[src/rtl/pwhd_pkg.sv]
// ----------------------------------------------------------------------------
// pwhd_pkg
// Shared types, constants and lookup functions for the peer wire handshake
// deframer: phase codes, event and error codes, result and config bundles.
// ----------------------------------------------------------------------------
`default_nettype none

package pwhd_pkg;

  // Handshake layout
  localparam int unsigned HASH_BYTES    = 20;
  localparam int unsigned PEER_ID_BYTES = 20;
  localparam int unsigned HS_TEXT_LEN   = 19;
  localparam int unsigned HS_HASH_FIRST = 28;
  localparam int unsigned HS_PEER_FIRST = HS_HASH_FIRST + HASH_BYTES;
  localparam int unsigned HS_LAST       = HS_PEER_FIRST + PEER_ID_BYTES - 1;

  // Field widths
  localparam int unsigned BYTE_W   = 8;
  localparam int unsigned POS_W    = 7;
  localparam int unsigned LEN_W    = 32;
  localparam int unsigned PLEN_W   = 20;
  localparam int unsigned CAP_W    = 21;
  localparam int unsigned HASH_W   = HASH_BYTES * BYTE_W;
  localparam int unsigned CFG_DW   = 64;
  localparam int unsigned CFG_IW   = 2;
  localparam int unsigned M_TDATA_W = 32;

  // Length cap ceiling and register reset
  localparam logic [CAP_W-1:0] LENGTH_CEILING = CAP_W'(1 << 20);

  // Configuration register indexes
  typedef enum logic [CFG_IW-1:0] {
    CFG_HASH_HIGH = 2'd0,
    CFG_HASH_MID  = 2'd1,
    CFG_HASH_LOW  = 2'd2,
    CFG_MAX_LEN   = 2'd3
  } cfg_idx_e;

  // Parser phase, one-hot
  typedef enum logic [4:0] {
    PH_HANDSHAKE = 5'b00001,
    PH_LENGTH    = 5'b00010,
    PH_ID        = 5'b00100,
    PH_PAYLOAD   = 5'b01000,
    PH_ERROR     = 5'b10000
  } phase_e;

  // Result event kinds
  typedef enum logic [2:0] {
    EV_CONSUMED  = 3'd0,
    EV_HS_OK     = 3'd1,
    EV_KEEPALIVE = 3'd2,
    EV_MSG_ID    = 3'd3,
    EV_PAYLOAD   = 3'd4,
    EV_ERROR     = 3'd5,
    EV_PEER_ID   = 3'd6
  } event_e;

  // Error codes
  typedef enum logic [1:0] {
    ERR_NONE     = 2'd0,
    ERR_PROTOCOL = 2'd1,
    ERR_HASH     = 2'd2,
    ERR_OVERSIZE = 2'd3
  } err_e;

  // Configuration bundle
  typedef struct packed {
    logic [HASH_W-1:0] expected_hash;   // hash byte 0 in the top byte
    logic [CAP_W-1:0]  max_message_length;
  } cfg_t;

  // One result item
  typedef struct packed {
    event_e             event_kind;
    logic [BYTE_W-1:0]  data;
    logic [PLEN_W-1:0]  payload_length;
    logic               last;
    err_e               error_code;
  } result_t;

  // Expected protocol string character, index 0..18
  function automatic logic [BYTE_W-1:0] proto_char(input logic [4:0] idx);
    logic [BYTE_W-1:0] c;
    case (idx)
      5'd0:    c = 8'h42; // B
      5'd1:    c = 8'h69; // i
      5'd2:    c = 8'h74; // t
      5'd3:    c = 8'h54; // T
      5'd4:    c = 8'h6f; // o
      5'd5:    c = 8'h72; // r
      5'd6:    c = 8'h72; // r
      5'd7:    c = 8'h65; // e
      5'd8:    c = 8'h6e; // n
      5'd9:    c = 8'h74; // t
      5'd10:   c = 8'h20; // space
      5'd11:   c = 8'h70; // p
      5'd12:   c = 8'h72; // r
      5'd13:   c = 8'h6f; // o
      5'd14:   c = 8'h74; // t
      5'd15:   c = 8'h6f; // o
      5'd16:   c = 8'h63; // c
      5'd17:   c = 8'h6f; // o
      5'd18:   c = 8'h6c; // l
      default: c = 8'h00;
    endcase
    return c;
  endfunction

endpackage

`default_nettype wire

[src/rtl/pwhd_cfg_regs.sv]
// ----------------------------------------------------------------------------
// pwhd_cfg_regs
// Configuration register file: expected info hash and message length cap.
// ----------------------------------------------------------------------------
`default_nettype none

module pwhd_cfg_regs (
  input  wire logic                       clk_i,
  input  wire logic                       rst_ni,
  input  wire logic                       wr_en_i,
  input  wire logic [pwhd_pkg::CFG_IW-1:0] wr_index_i,
  input  wire logic [pwhd_pkg::CFG_DW-1:0] wr_data_i,
  output pwhd_pkg::cfg_t                  cfg_o
);
  import pwhd_pkg::*;

  logic [63:0]      hash_high_q;
  logic [63:0]      hash_mid_q;
  logic [31:0]      hash_low_q;
  logic [CAP_W-1:0] max_len_q;

  // Register writes; indexes outside the list do not exist with a 2-bit index
  always_ff @(posedge clk_i or negedge rst_ni) begin
    if (!rst_ni) begin
      hash_high_q <= '0;
      hash_mid_q  <= '0;
      hash_low_q  <= '0;
      max_len_q   <= LENGTH_CEILING;
    end else if (wr_en_i) begin
      case (cfg_idx_e'(wr_index_i))
        CFG_HASH_HIGH: hash_high_q <= wr_data_i;
        CFG_HASH_MID:  hash_mid_q  <= wr_data_i;
        CFG_HASH_LOW:  hash_low_q  <= wr_data_i[31:0];
        CFG_MAX_LEN:   max_len_q   <= wr_data_i[CAP_W-1:0];
        default: ;
      endcase
    end
  end

  assign cfg_o.expected_hash      = {hash_high_q, hash_mid_q, hash_low_q};
  assign cfg_o.max_message_length = max_len_q;

endmodule

`default_nettype wire

[src/rtl/pwhd_parser.sv]
// ----------------------------------------------------------------------------
// pwhd_parser
// Parser state and single-pass next-state/result logic for one stream byte.
// ----------------------------------------------------------------------------
`default_nettype none

module pwhd_parser (
  input  wire logic                       clk_i,
  input  wire logic                       rst_ni,
  input  wire logic                       step_i,     // consume the held byte
  input  wire logic [pwhd_pkg::BYTE_W-1:0] rx_byte_i,
  input  wire logic                       restart_i,
  input  pwhd_pkg::cfg_t                  cfg_i,
  output pwhd_pkg::result_t               res_o
);
  import pwhd_pkg::*;

  phase_e            phase_q,      phase_d;
  logic [POS_W-1:0]  byte_pos_q,   byte_pos_d;
  logic [LEN_W-1:0]  len_shift_q,  len_shift_d;
  logic [PLEN_W-1:0] remaining_q,  remaining_d;
  logic              proto_bad_q,  proto_bad_d;
  logic              hash_bad_q,   hash_bad_d;
  err_e              sticky_err_q, sticky_err_d;

  logic [BYTE_W-1:0] hash_b [HASH_BYTES];
  logic [4:0]        hash_k;
  logic [4:0]        text_k;
  logic [BYTE_W-1:0] exp_hash;
  logic [LEN_W-1:0]  len_new;
  logic [CAP_W-1:0]  cap;
  logic [PLEN_W-1:0] rem_dec;
  logic              hs_bad;

  // Expected hash bytes, byte 0 from the top of the vector
  always_comb begin
    for (int k = 0; k < HASH_BYTES; k++) begin
      hash_b[k] = cfg_i.expected_hash[HASH_W-1-k*BYTE_W -: BYTE_W];
    end
  end

  assign hash_k   = 5'(byte_pos_q - POS_W'(HS_HASH_FIRST));
  assign text_k   = 5'(byte_pos_q - POS_W'(1));
  assign exp_hash = (hash_k < 5'(HASH_BYTES)) ? hash_b[hash_k] : '0;
  assign len_new  = {len_shift_q[LEN_W-BYTE_W-1:0], rx_byte_i};
  assign cap      = (cfg_i.max_message_length > LENGTH_CEILING) ? LENGTH_CEILING
                                                                 : cfg_i.max_message_length;
  assign rem_dec  = (remaining_q != '0) ? remaining_q - PLEN_W'(1) : remaining_q;
  assign hs_bad   = proto_bad_d | hash_bad_d;

  // Next state and result
  always_comb begin
    phase_d      = phase_q;
    byte_pos_d   = byte_pos_q;
    len_shift_d  = len_shift_q;
    remaining_d  = remaining_q;
    proto_bad_d  = proto_bad_q;
    hash_bad_d   = hash_bad_q;
    sticky_err_d = sticky_err_q;
    res_o        = '{event_kind: EV_CONSUMED, data: '0, payload_length: '0,
                     last: 1'b0, error_code: ERR_NONE};

    if (restart_i) begin
      phase_d      = PH_HANDSHAKE;
      byte_pos_d   = '0;
      len_shift_d  = '0;
      remaining_d  = '0;
      proto_bad_d  = 1'b0;
      hash_bad_d   = 1'b0;
      sticky_err_d = ERR_NONE;
    end else begin
      case (phase_q)
        PH_HANDSHAKE: begin
          // protocol string and info hash checks
          if (byte_pos_q == '0) begin
            if (rx_byte_i != BYTE_W'(HS_TEXT_LEN)) proto_bad_d = 1'b1;
          end else if (byte_pos_q <= POS_W'(HS_TEXT_LEN)) begin
            if (rx_byte_i != proto_char(text_k)) proto_bad_d = 1'b1;
          end else if (byte_pos_q >= POS_W'(HS_HASH_FIRST) &&
                       byte_pos_q <  POS_W'(HS_PEER_FIRST)) begin
            if (rx_byte_i != exp_hash) hash_bad_d = 1'b1;
          end
          if (byte_pos_q >= POS_W'(HS_LAST)) begin
            // verdict on the last handshake byte
            byte_pos_d = '0;
            if (hs_bad) begin
              sticky_err_d     = proto_bad_d ? ERR_PROTOCOL : ERR_HASH;
              phase_d          = PH_ERROR;
              res_o.event_kind = EV_ERROR;
              res_o.error_code = proto_bad_d ? ERR_PROTOCOL : ERR_HASH;
            end else begin
              phase_d          = PH_LENGTH;
              len_shift_d      = '0;
              res_o.event_kind = EV_HS_OK;
              res_o.data       = rx_byte_i;
            end
          end else begin
            byte_pos_d = byte_pos_q + POS_W'(1);
            if (byte_pos_q >= POS_W'(HS_PEER_FIRST) && !hs_bad) begin
              res_o.event_kind = EV_PEER_ID;
              res_o.data       = rx_byte_i;
            end
          end
        end

        PH_LENGTH: begin
          // big-endian length, verdict on the fourth byte
          if (byte_pos_q[1:0] != 2'd3) begin
            len_shift_d = len_new;
            byte_pos_d  = {{(POS_W-2){1'b0}}, byte_pos_q[1:0] + 2'd1};
          end else begin
            byte_pos_d  = '0;
            len_shift_d = '0;
            if (len_new == '0) begin
              res_o.event_kind = EV_KEEPALIVE;
            end else if (len_new > LEN_W'(cap)) begin
              sticky_err_d     = ERR_OVERSIZE;
              phase_d          = PH_ERROR;
              res_o.event_kind = EV_ERROR;
              res_o.error_code = ERR_OVERSIZE;
            end else begin
              remaining_d = PLEN_W'(len_new - LEN_W'(1));
              phase_d     = PH_ID;
            end
          end
        end

        PH_ID: begin
          res_o.event_kind = EV_MSG_ID;
          res_o.data       = rx_byte_i;
          if (remaining_q == '0) begin
            phase_d    = PH_LENGTH;
            res_o.last = 1'b1;
          end else begin
            phase_d              = PH_PAYLOAD;
            res_o.payload_length = remaining_q;
          end
        end

        PH_PAYLOAD: begin
          remaining_d      = rem_dec;
          res_o.event_kind = EV_PAYLOAD;
          res_o.data       = rx_byte_i;
          if (rem_dec == '0) begin
            phase_d    = PH_LENGTH;
            byte_pos_d = '0;
            res_o.last = 1'b1;
          end
        end

        default: begin
          // sticky error until restart
          phase_d          = PH_ERROR;
          res_o.event_kind = EV_ERROR;
          res_o.error_code = sticky_err_q;
        end
      endcase
    end
  end

  // State registers advance once per consumed byte
  always_ff @(posedge clk_i or negedge rst_ni) begin
    if (!rst_ni) begin
      phase_q      <= PH_HANDSHAKE;
      byte_pos_q   <= '0;
      len_shift_q  <= '0;
      remaining_q  <= '0;
      proto_bad_q  <= 1'b0;
      hash_bad_q   <= 1'b0;
      sticky_err_q <= ERR_NONE;
    end else if (step_i) begin
      phase_q      <= phase_d;
      byte_pos_q   <= byte_pos_d;
      len_shift_q  <= len_shift_d;
      remaining_q  <= remaining_d;
      proto_bad_q  <= proto_bad_d;
      hash_bad_q   <= hash_bad_d;
      sticky_err_q <= sticky_err_d;
    end
  end

endmodule

`default_nettype wire

[src/rtl/pwhd_out_reg.sv]
// ----------------------------------------------------------------------------
// pwhd_out_reg
// Result register on the master side; holds a result until its transfer.
// ----------------------------------------------------------------------------
`default_nettype none

module pwhd_out_reg (
  input  wire logic          clk_i,
  input  wire logic          rst_ni,
  input  wire logic          load_i,
  input  pwhd_pkg::result_t  res_i,
  output logic               free_o,   // can take a result this cycle
  output logic               valid_o,
  input  wire logic          ready_i,
  output pwhd_pkg::result_t  res_o
);
  import pwhd_pkg::*;

  logic    valid_q;
  result_t res_q;

  assign free_o  = !valid_q || ready_i;
  assign valid_o = valid_q;
  assign res_o   = res_q;

  // Valid flag
  always_ff @(posedge clk_i or negedge rst_ni) begin
    if (!rst_ni) begin
      valid_q <= 1'b0;
    end else if (load_i) begin
      valid_q <= 1'b1;
    end else if (ready_i) begin
      valid_q <= 1'b0;
    end
  end

  // Payload, no reset
  always_ff @(posedge clk_i) begin
    if (load_i) begin
      res_q <= res_i;
    end
  end

endmodule

`default_nettype wire

[src/rtl/peer_wire_handshake_deframer_core.sv]
// ----------------------------------------------------------------------------
// peer_wire_handshake_deframer_core
// Peer wire handshake checker and length-prefixed message deframer.
// ----------------------------------------------------------------------------
// Usage:
//   s_axis carries the received connection stream, one byte per transfer in
//   tdata; tuser = 1 marks a restart item that clears all parse state and
//   whose byte is ignored. Every input transfer produces exactly one result
//   transfer on m_axis: event kind in tuser, end of message in tlast, and
//   data byte, payload length and error code packed in tdata.
//   The cfg channel writes the expected info hash (indexes 0..2) and the
//   message length cap (index 3); write it only while the block is idle.
//   Throughput is one byte per cycle while m_axis takes every result. A byte
//   is captured in the input register, and its result is written to the
//   result register once that register is free to take it.
//   When m_axis stalls, the result register holds and s_axis tready drops
//   once the input register is also full; nothing is lost or repeated.
//   After reset the block expects a new handshake, the hash registers are
//   zero and the length cap is 2^20. cfg_ready_o is always high.
// ----------------------------------------------------------------------------
`default_nettype none

module peer_wire_handshake_deframer_core (
  input  wire logic                          clk_i,
  input  wire logic                          rst_ni,
  // input stream
  input  wire logic                          s_axis_tvalid,
  output logic                               s_axis_tready,
  input  wire logic [7:0]                    s_axis_tdata,  // [7:0] rx_byte
  input  wire logic                          s_axis_tuser,  // [0] restart
  // result stream
  output logic                               m_axis_tvalid,
  input  wire logic                          m_axis_tready,
  output logic [pwhd_pkg::M_TDATA_W-1:0]     m_axis_tdata,  // [7:0] data,
                                                            // [27:8] payload_length,
                                                            // [29:28] error_code
  output logic [2:0]                         m_axis_tuser,  // [2:0] event_kind
  output logic                               m_axis_tlast,  // last
  // configuration writes
  input  wire logic                          cfg_valid_i,
  output logic                               cfg_ready_o,
  input  wire logic [pwhd_pkg::CFG_IW-1:0]   cfg_index_i,
  input  wire logic [pwhd_pkg::CFG_DW-1:0]   cfg_data_i
);
  import pwhd_pkg::*;

  logic              in_valid_q;
  logic [BYTE_W-1:0] in_byte_q;
  logic              in_restart_q;
  logic              out_free;
  logic              advance;
  cfg_t              cfg;
  result_t           res_d;
  result_t           res_q;

  assign cfg_ready_o   = 1'b1;
  assign advance       = in_valid_q && out_free;
  assign s_axis_tready = !in_valid_q || out_free;

  // Input register
  always_ff @(posedge clk_i or negedge rst_ni) begin
    if (!rst_ni) begin
      in_valid_q <= 1'b0;
    end else if (s_axis_tready) begin
      in_valid_q <= s_axis_tvalid;
    end
  end

  always_ff @(posedge clk_i) begin
    if (s_axis_tvalid && s_axis_tready) begin
      in_byte_q    <= s_axis_tdata;
      in_restart_q <= s_axis_tuser;
    end
  end

  pwhd_cfg_regs u_cfg (
    .clk_i      (clk_i),
    .rst_ni     (rst_ni),
    .wr_en_i    (cfg_valid_i),
    .wr_index_i (cfg_index_i),
    .wr_data_i  (cfg_data_i),
    .cfg_o      (cfg)
  );

  pwhd_parser u_parser (
    .clk_i     (clk_i),
    .rst_ni    (rst_ni),
    .step_i    (advance),
    .rx_byte_i (in_byte_q),
    .restart_i (in_restart_q),
    .cfg_i     (cfg),
    .res_o     (res_d)
  );

  pwhd_out_reg u_out (
    .clk_i   (clk_i),
    .rst_ni  (rst_ni),
    .load_i  (advance),
    .res_i   (res_d),
    .free_o  (out_free),
    .valid_o (m_axis_tvalid),
    .ready_i (m_axis_tready),
    .res_o   (res_q)
  );

  // Result packing
  assign m_axis_tdata = {2'b00, res_q.error_code, res_q.payload_length, res_q.data};
  assign m_axis_tuser = res_q.event_kind;
  assign m_axis_tlast = res_q.last;

endmodule

`default_nettype wire

[config.mk]
export PLATFORM = sky130hd
export DESIGN_NAME = peer_wire_handshake_deframer_core
export DESIGN_NICKNAME = d
export VERILOG_FILES = /design/src/rtl/pwhd_pkg.sv /design/src/rtl/pwhd_cfg_regs.sv /design/src/rtl/pwhd_parser.sv /design/src/rtl/pwhd_out_reg.sv /design/src/rtl/peer_wire_handshake_deframer_core.sv
export SDC_FILE = /design/constraint.sdc
export NUM_CORES = 1
export LEC_CHECK = 0
export BUFFER_PORTS_ARGS = -buffer_cell sky130_fd_sc_hd__buf_2
export CAP_MARGIN = 20
export CORE_UTILIZATION = 55
export DETAILED_ROUTE_END_ITERATION = 12
export PLACE_DENSITY = 0.77
export RECOVER_POWER = 50
export SYNTH_ARGS = -nofsm -noshare
export SYNTH_HDL_FRONTEND = slang
export SYNTH_SLANG_ARGS = --single-unit
[constraint.sdc]
create_clock -name clk_i -period 6.3 [get_ports clk_i]
set_input_delay 1.26 -clock clk_i [delete_from_list [all_inputs] [get_ports clk_i]]
set_output_delay 1.26 -clock clk_i [all_outputs]
set_load 0.02 [all_outputs]
==> key figures <==
Status
  • Status: finished, violations left
  • Failing checks: capacitance limit, slew limit

Worst setup path
  • Crit-path max FO: 54
  • Endpoint class of the critical path: register
  • Worst setup path end: u_parser.len_shift_q[14]
  • CP max stage delay: 0.88 ns
  • Reg2reg start: u_parser.byte_pos_q[0]
  • Startpoint Class: register
  • Required @ worst endpoint: 6.74 ns
  • Slowest cell on the critical path: dfrtp_4
  • R2R setup slack: 1.41 ns
  • Critical path origin: u_parser.byte_pos_q[0]
  • Cells on worst reg2reg path: 14
  • WP data arrival: 5.33 ns
  • Worst-path cell chain: inv_1, ha_1, xnor2_1, inv_1, ha_1, o21ba_2, o31ai_1, o2111ai_1, nor4_1, a41oi_2, a221oi_4, nand2_2, a21o_1, a22o_1
  • Critical path class: reg2reg
  • Reg-to-Reg End: u_parser.len_shift_q[14]

Die
  • Width of the die: 170 µm
  • Die ar.: 0.0290 mm²
  • # rows: 61
  • Starting density of the core: 55.9%
  • Boundary Pins: 119
  • Die H: 170 µm
  • Core area: 0.0279 mm²

Timing
  • Unrepaired setup endpoints after global routing: no
  • Fmax: 0.205 GHz
  • Final setup violation count: 0
  • Max_slew headroom: -150%
  • Hold Fails Final Rpt: 0
  • Pins Over Slew Limit: 289
  • Worst Max-Slew Pin Slew: 3.75 ns
  • Hold_ws: 0.499 ns
  • Final setup TNS: 0 ns
  • Tmin final: 4.89 ns
  • Tcrit/Tclk final: 77.6%
  • Clock Skews: 0.0150 ns

Clocking
  • Post-cts sizing count: 0
  • Postcts setup bufs: 0
  • Clock Tree Buf Depth: 3
  • CTS Sinks: 286
  • CTS H-tree depth: 1
  • Num CTS Buffers: 30
  • Clock Pin Slew Worst Setup and Hold Paths: 0.06 ns
  • Hold buffers post-CTS: 0
  • CTS tree: built
  • Clock Tree Root: clkbuf_16
  • Clk Latency, worst-skew pair: 0.57 ns

Min path
  • Hold/Removal Path Class: reg2reg

Placement
  • Routability congestion estimate: 0.939
  • DPL Wire Length: 26300 µm
  • Dpl cells: 1755
  • PortBufs: 115

Job
  • MaxCap Viol Count: 4

Power and ir drop
  • Worst VDD drop: 0.219 mV
  • PwrDens: 372 mW/mm²
  • Pleak: 7.30 nW

GRT
  • Vias in the first global route: 10936
  • Total grt overflow: 0
  • Antenna violations before repair: 1
  • First-pass GRT wire length: 60100 µm
  • All-Layer GR Usage: 26.6%
  • Largest net degree at the start of global routing: 126

Finish
  • Synthesis-to-finish area growth: 11.6%
  • Share of cells above drive strength 1: 29.4%
  • Final Core Density: 62.4%
  • Final instance count without filler cells: 1812
  • Fin nets: 1524

Drt
  • Final WL: 37700 µm
  • Routed len/inst: 20.8 µm
  • Residual DRC: 0
  • Via count: 11324
  • Iteration-0 DRC Markers: 871
  • 1st-pass router iterations: 7
  • ANT nets after route: 0
  • DR vias/cell: 6.25

Synth
  • Register bit count reported by yosys: 286
  • FFs w/ async S/R, synth: 85.0%
  • Register area share after synthesis: 47.3%
  • Number of synthesized flops with an enable pin: 43
  • Mean Syn Cell Area: 11.6 µm²
  • YS warnings: 0
  • Post-synth top cells: 241 x dfrtp_1, 187 x mux2_2, 82 x nand2_1
  • Post-synth top area share: 38.7%
  • Mapped cell area: 0.0156 mm²
  • Syn Inst Count: 1337
  • Leading area contributor after synthesis: dfrtp_1
  • Top-count cell post-synth: dfrtp_1
  • Ranking of synthesized cells by area: dfrtp_1 39%, mux2_2 14%, edfxtp_1 8.3%
  • Distinct cells, synth: 92
  • Synth Flop Type: dfrtp_1
==> state kept, by name (all words and copies together) (netlist names) <==
name and flops:
u_parser.proto_bad_q 1, u_parser.sticky_err_q 2, in_restart_q 1, in_valid_q 1
in_byte_q 8, u_out.res_o 34, u_parser.remaining_q 20, u_parser.len_shift_q 24
u_cfg.max_len_q 21, u_parser.byte_pos_q 7, u_parser.phase_q 5, u_parser.hash_bad_q 1
u_cfg.hash_mid_q 64, u_out.valid_o 1, u_cfg.hash_high_q 64, u_cfg.hash_low_q 32
==> cell families (layout without fill, tap and decap cells) <==
logic type	count (synthesis)	in the layout	share of synthesized area [%]
AO/OA/AOI/OAI	252	252	11.9
XOR/XNOR	35	35	1.97
adder cells (fa/ha/maj)	35	35	2.81
buffers and inverters	115	210	3.48
flip-flops	286	286	47.3
multiplexers	247	247	19.9
other	2	4	0.0482
AND/OR/NAND/NOR	365	365	12.5
==> per-stage QoR <==
stage	setup WS [ns]	power, mW	instance area [µm²]
floorplan	2.14	4.01	15600
global placement	1.59	4.47	16300
detailed placement	1.51	4.53	16300
CTS	1.48	6.46	17400
global route	0.966	6.77	17400
finish	1.41	6.46	17400
==> worst max-delay path, delay by kind of cell (launching register included) <==
| family | cells | cell delay [ns] |
|---|---|---|
| and+or+nand+nor | 2 | 0.35 |
| AOI/OAI and AO/OA | 7 | 2.05 |
| buffers and inverters | 2 | 0.36 |
| DFF | 1 | 0.88 |
| adders and majority gates | 2 | 0.77 |
| xor gates and xnor gates | 1 | 0.32 |
==> cell type report <==
class | instances | area [µm²]
Antenna cell | 1 | 2.50
Clock buffer | 36 | 856
Clock inverter | 20 | 241
Fill cell | 2125 | 10500
Inverter | 24 | 90.1
Multi-Input combinational cell | 937 | 7670
Sequential cell | 286 | 7380
Tap cell | 378 | 473
Timing Repair Buffer | 130 | 671
==> layout by cell type (no fill, tap or decap), types with 8 or more instances in the layout <==
cell type / instances
clkbuf_16: 32
edfxtp_1: 43
inv_1: 22
buf_2: 111
nor3_1: 22
a21o_1: 9
nand3b_1: 9
mux4_2: 30
nand2b_1: 11
mux2i_1: 29
nand2_1: 82
dfrtp_1: 239
buf_4: 11
a21oi_1: 39
xnor2_1: 25
nor2b_1: 8
xor2_1: 10
a22o_1: 30
and3_1: 9
o21ai_0: 46
a221oi_1: 8
and2_1: 33
or3_1: 15
o211ai_1: 8
ha_1: 35
o31ai_1: 20
nor4_1: 26
nor2_1: 66
a31oi_1: 10
nand4_1: 17
mux2_2: 186
nand3_1: 25
==> layer usage <==
layer	routed length, µm	part of all wire [%]	up-vias	track usage (%)
met5	0	0	-	0
met4	780	2.1	0	6.97
met3	2630	7.0	77	4.40
met2	18200	48	418	43.3
met1	16100	43	5641	36.9
li1	-	-	5188	-
==> power breakdown <==
group | total [mW] | leakage [nW] | internal, mW | switching, mW
clock network | 1.92 | 0.537 | 1.17 | 0.748
registers | 2.43 | 3.41 | 2.17 | 0.262
logic | 2.11 | 3.35 | 0.948 | 1.16
total | 6.46 | 7.30 | 4.29 | 2.17
==> worst min-delay path by stage <==
stage / depth (start not counted) / start / slack, ns / end
2_1_floorplan: 1 / u_parser.sticky_err_q[0] / 0.45 / u_parser.sticky_err_q[0]
3_3_place_gp: 1 / in_valid_q / 0.48 / u_out.valid_o
3_5_place_dp: 1 / u_parser.sticky_err_q[1] / 0.48 / u_parser.sticky_err_q[1]
4_1_cts: 1 / u_parser.sticky_err_q[1] / 0.50 / u_parser.sticky_err_q[1]
5_1_grt: 1 / u_cfg.hash_mid_q[26] / 0.51 / u_cfg.hash_mid_q[26]
6_report: 1 / in_valid_q / 0.50 / u_out.valid_o
Note: power is estimated with default switching activity, not from simulation.
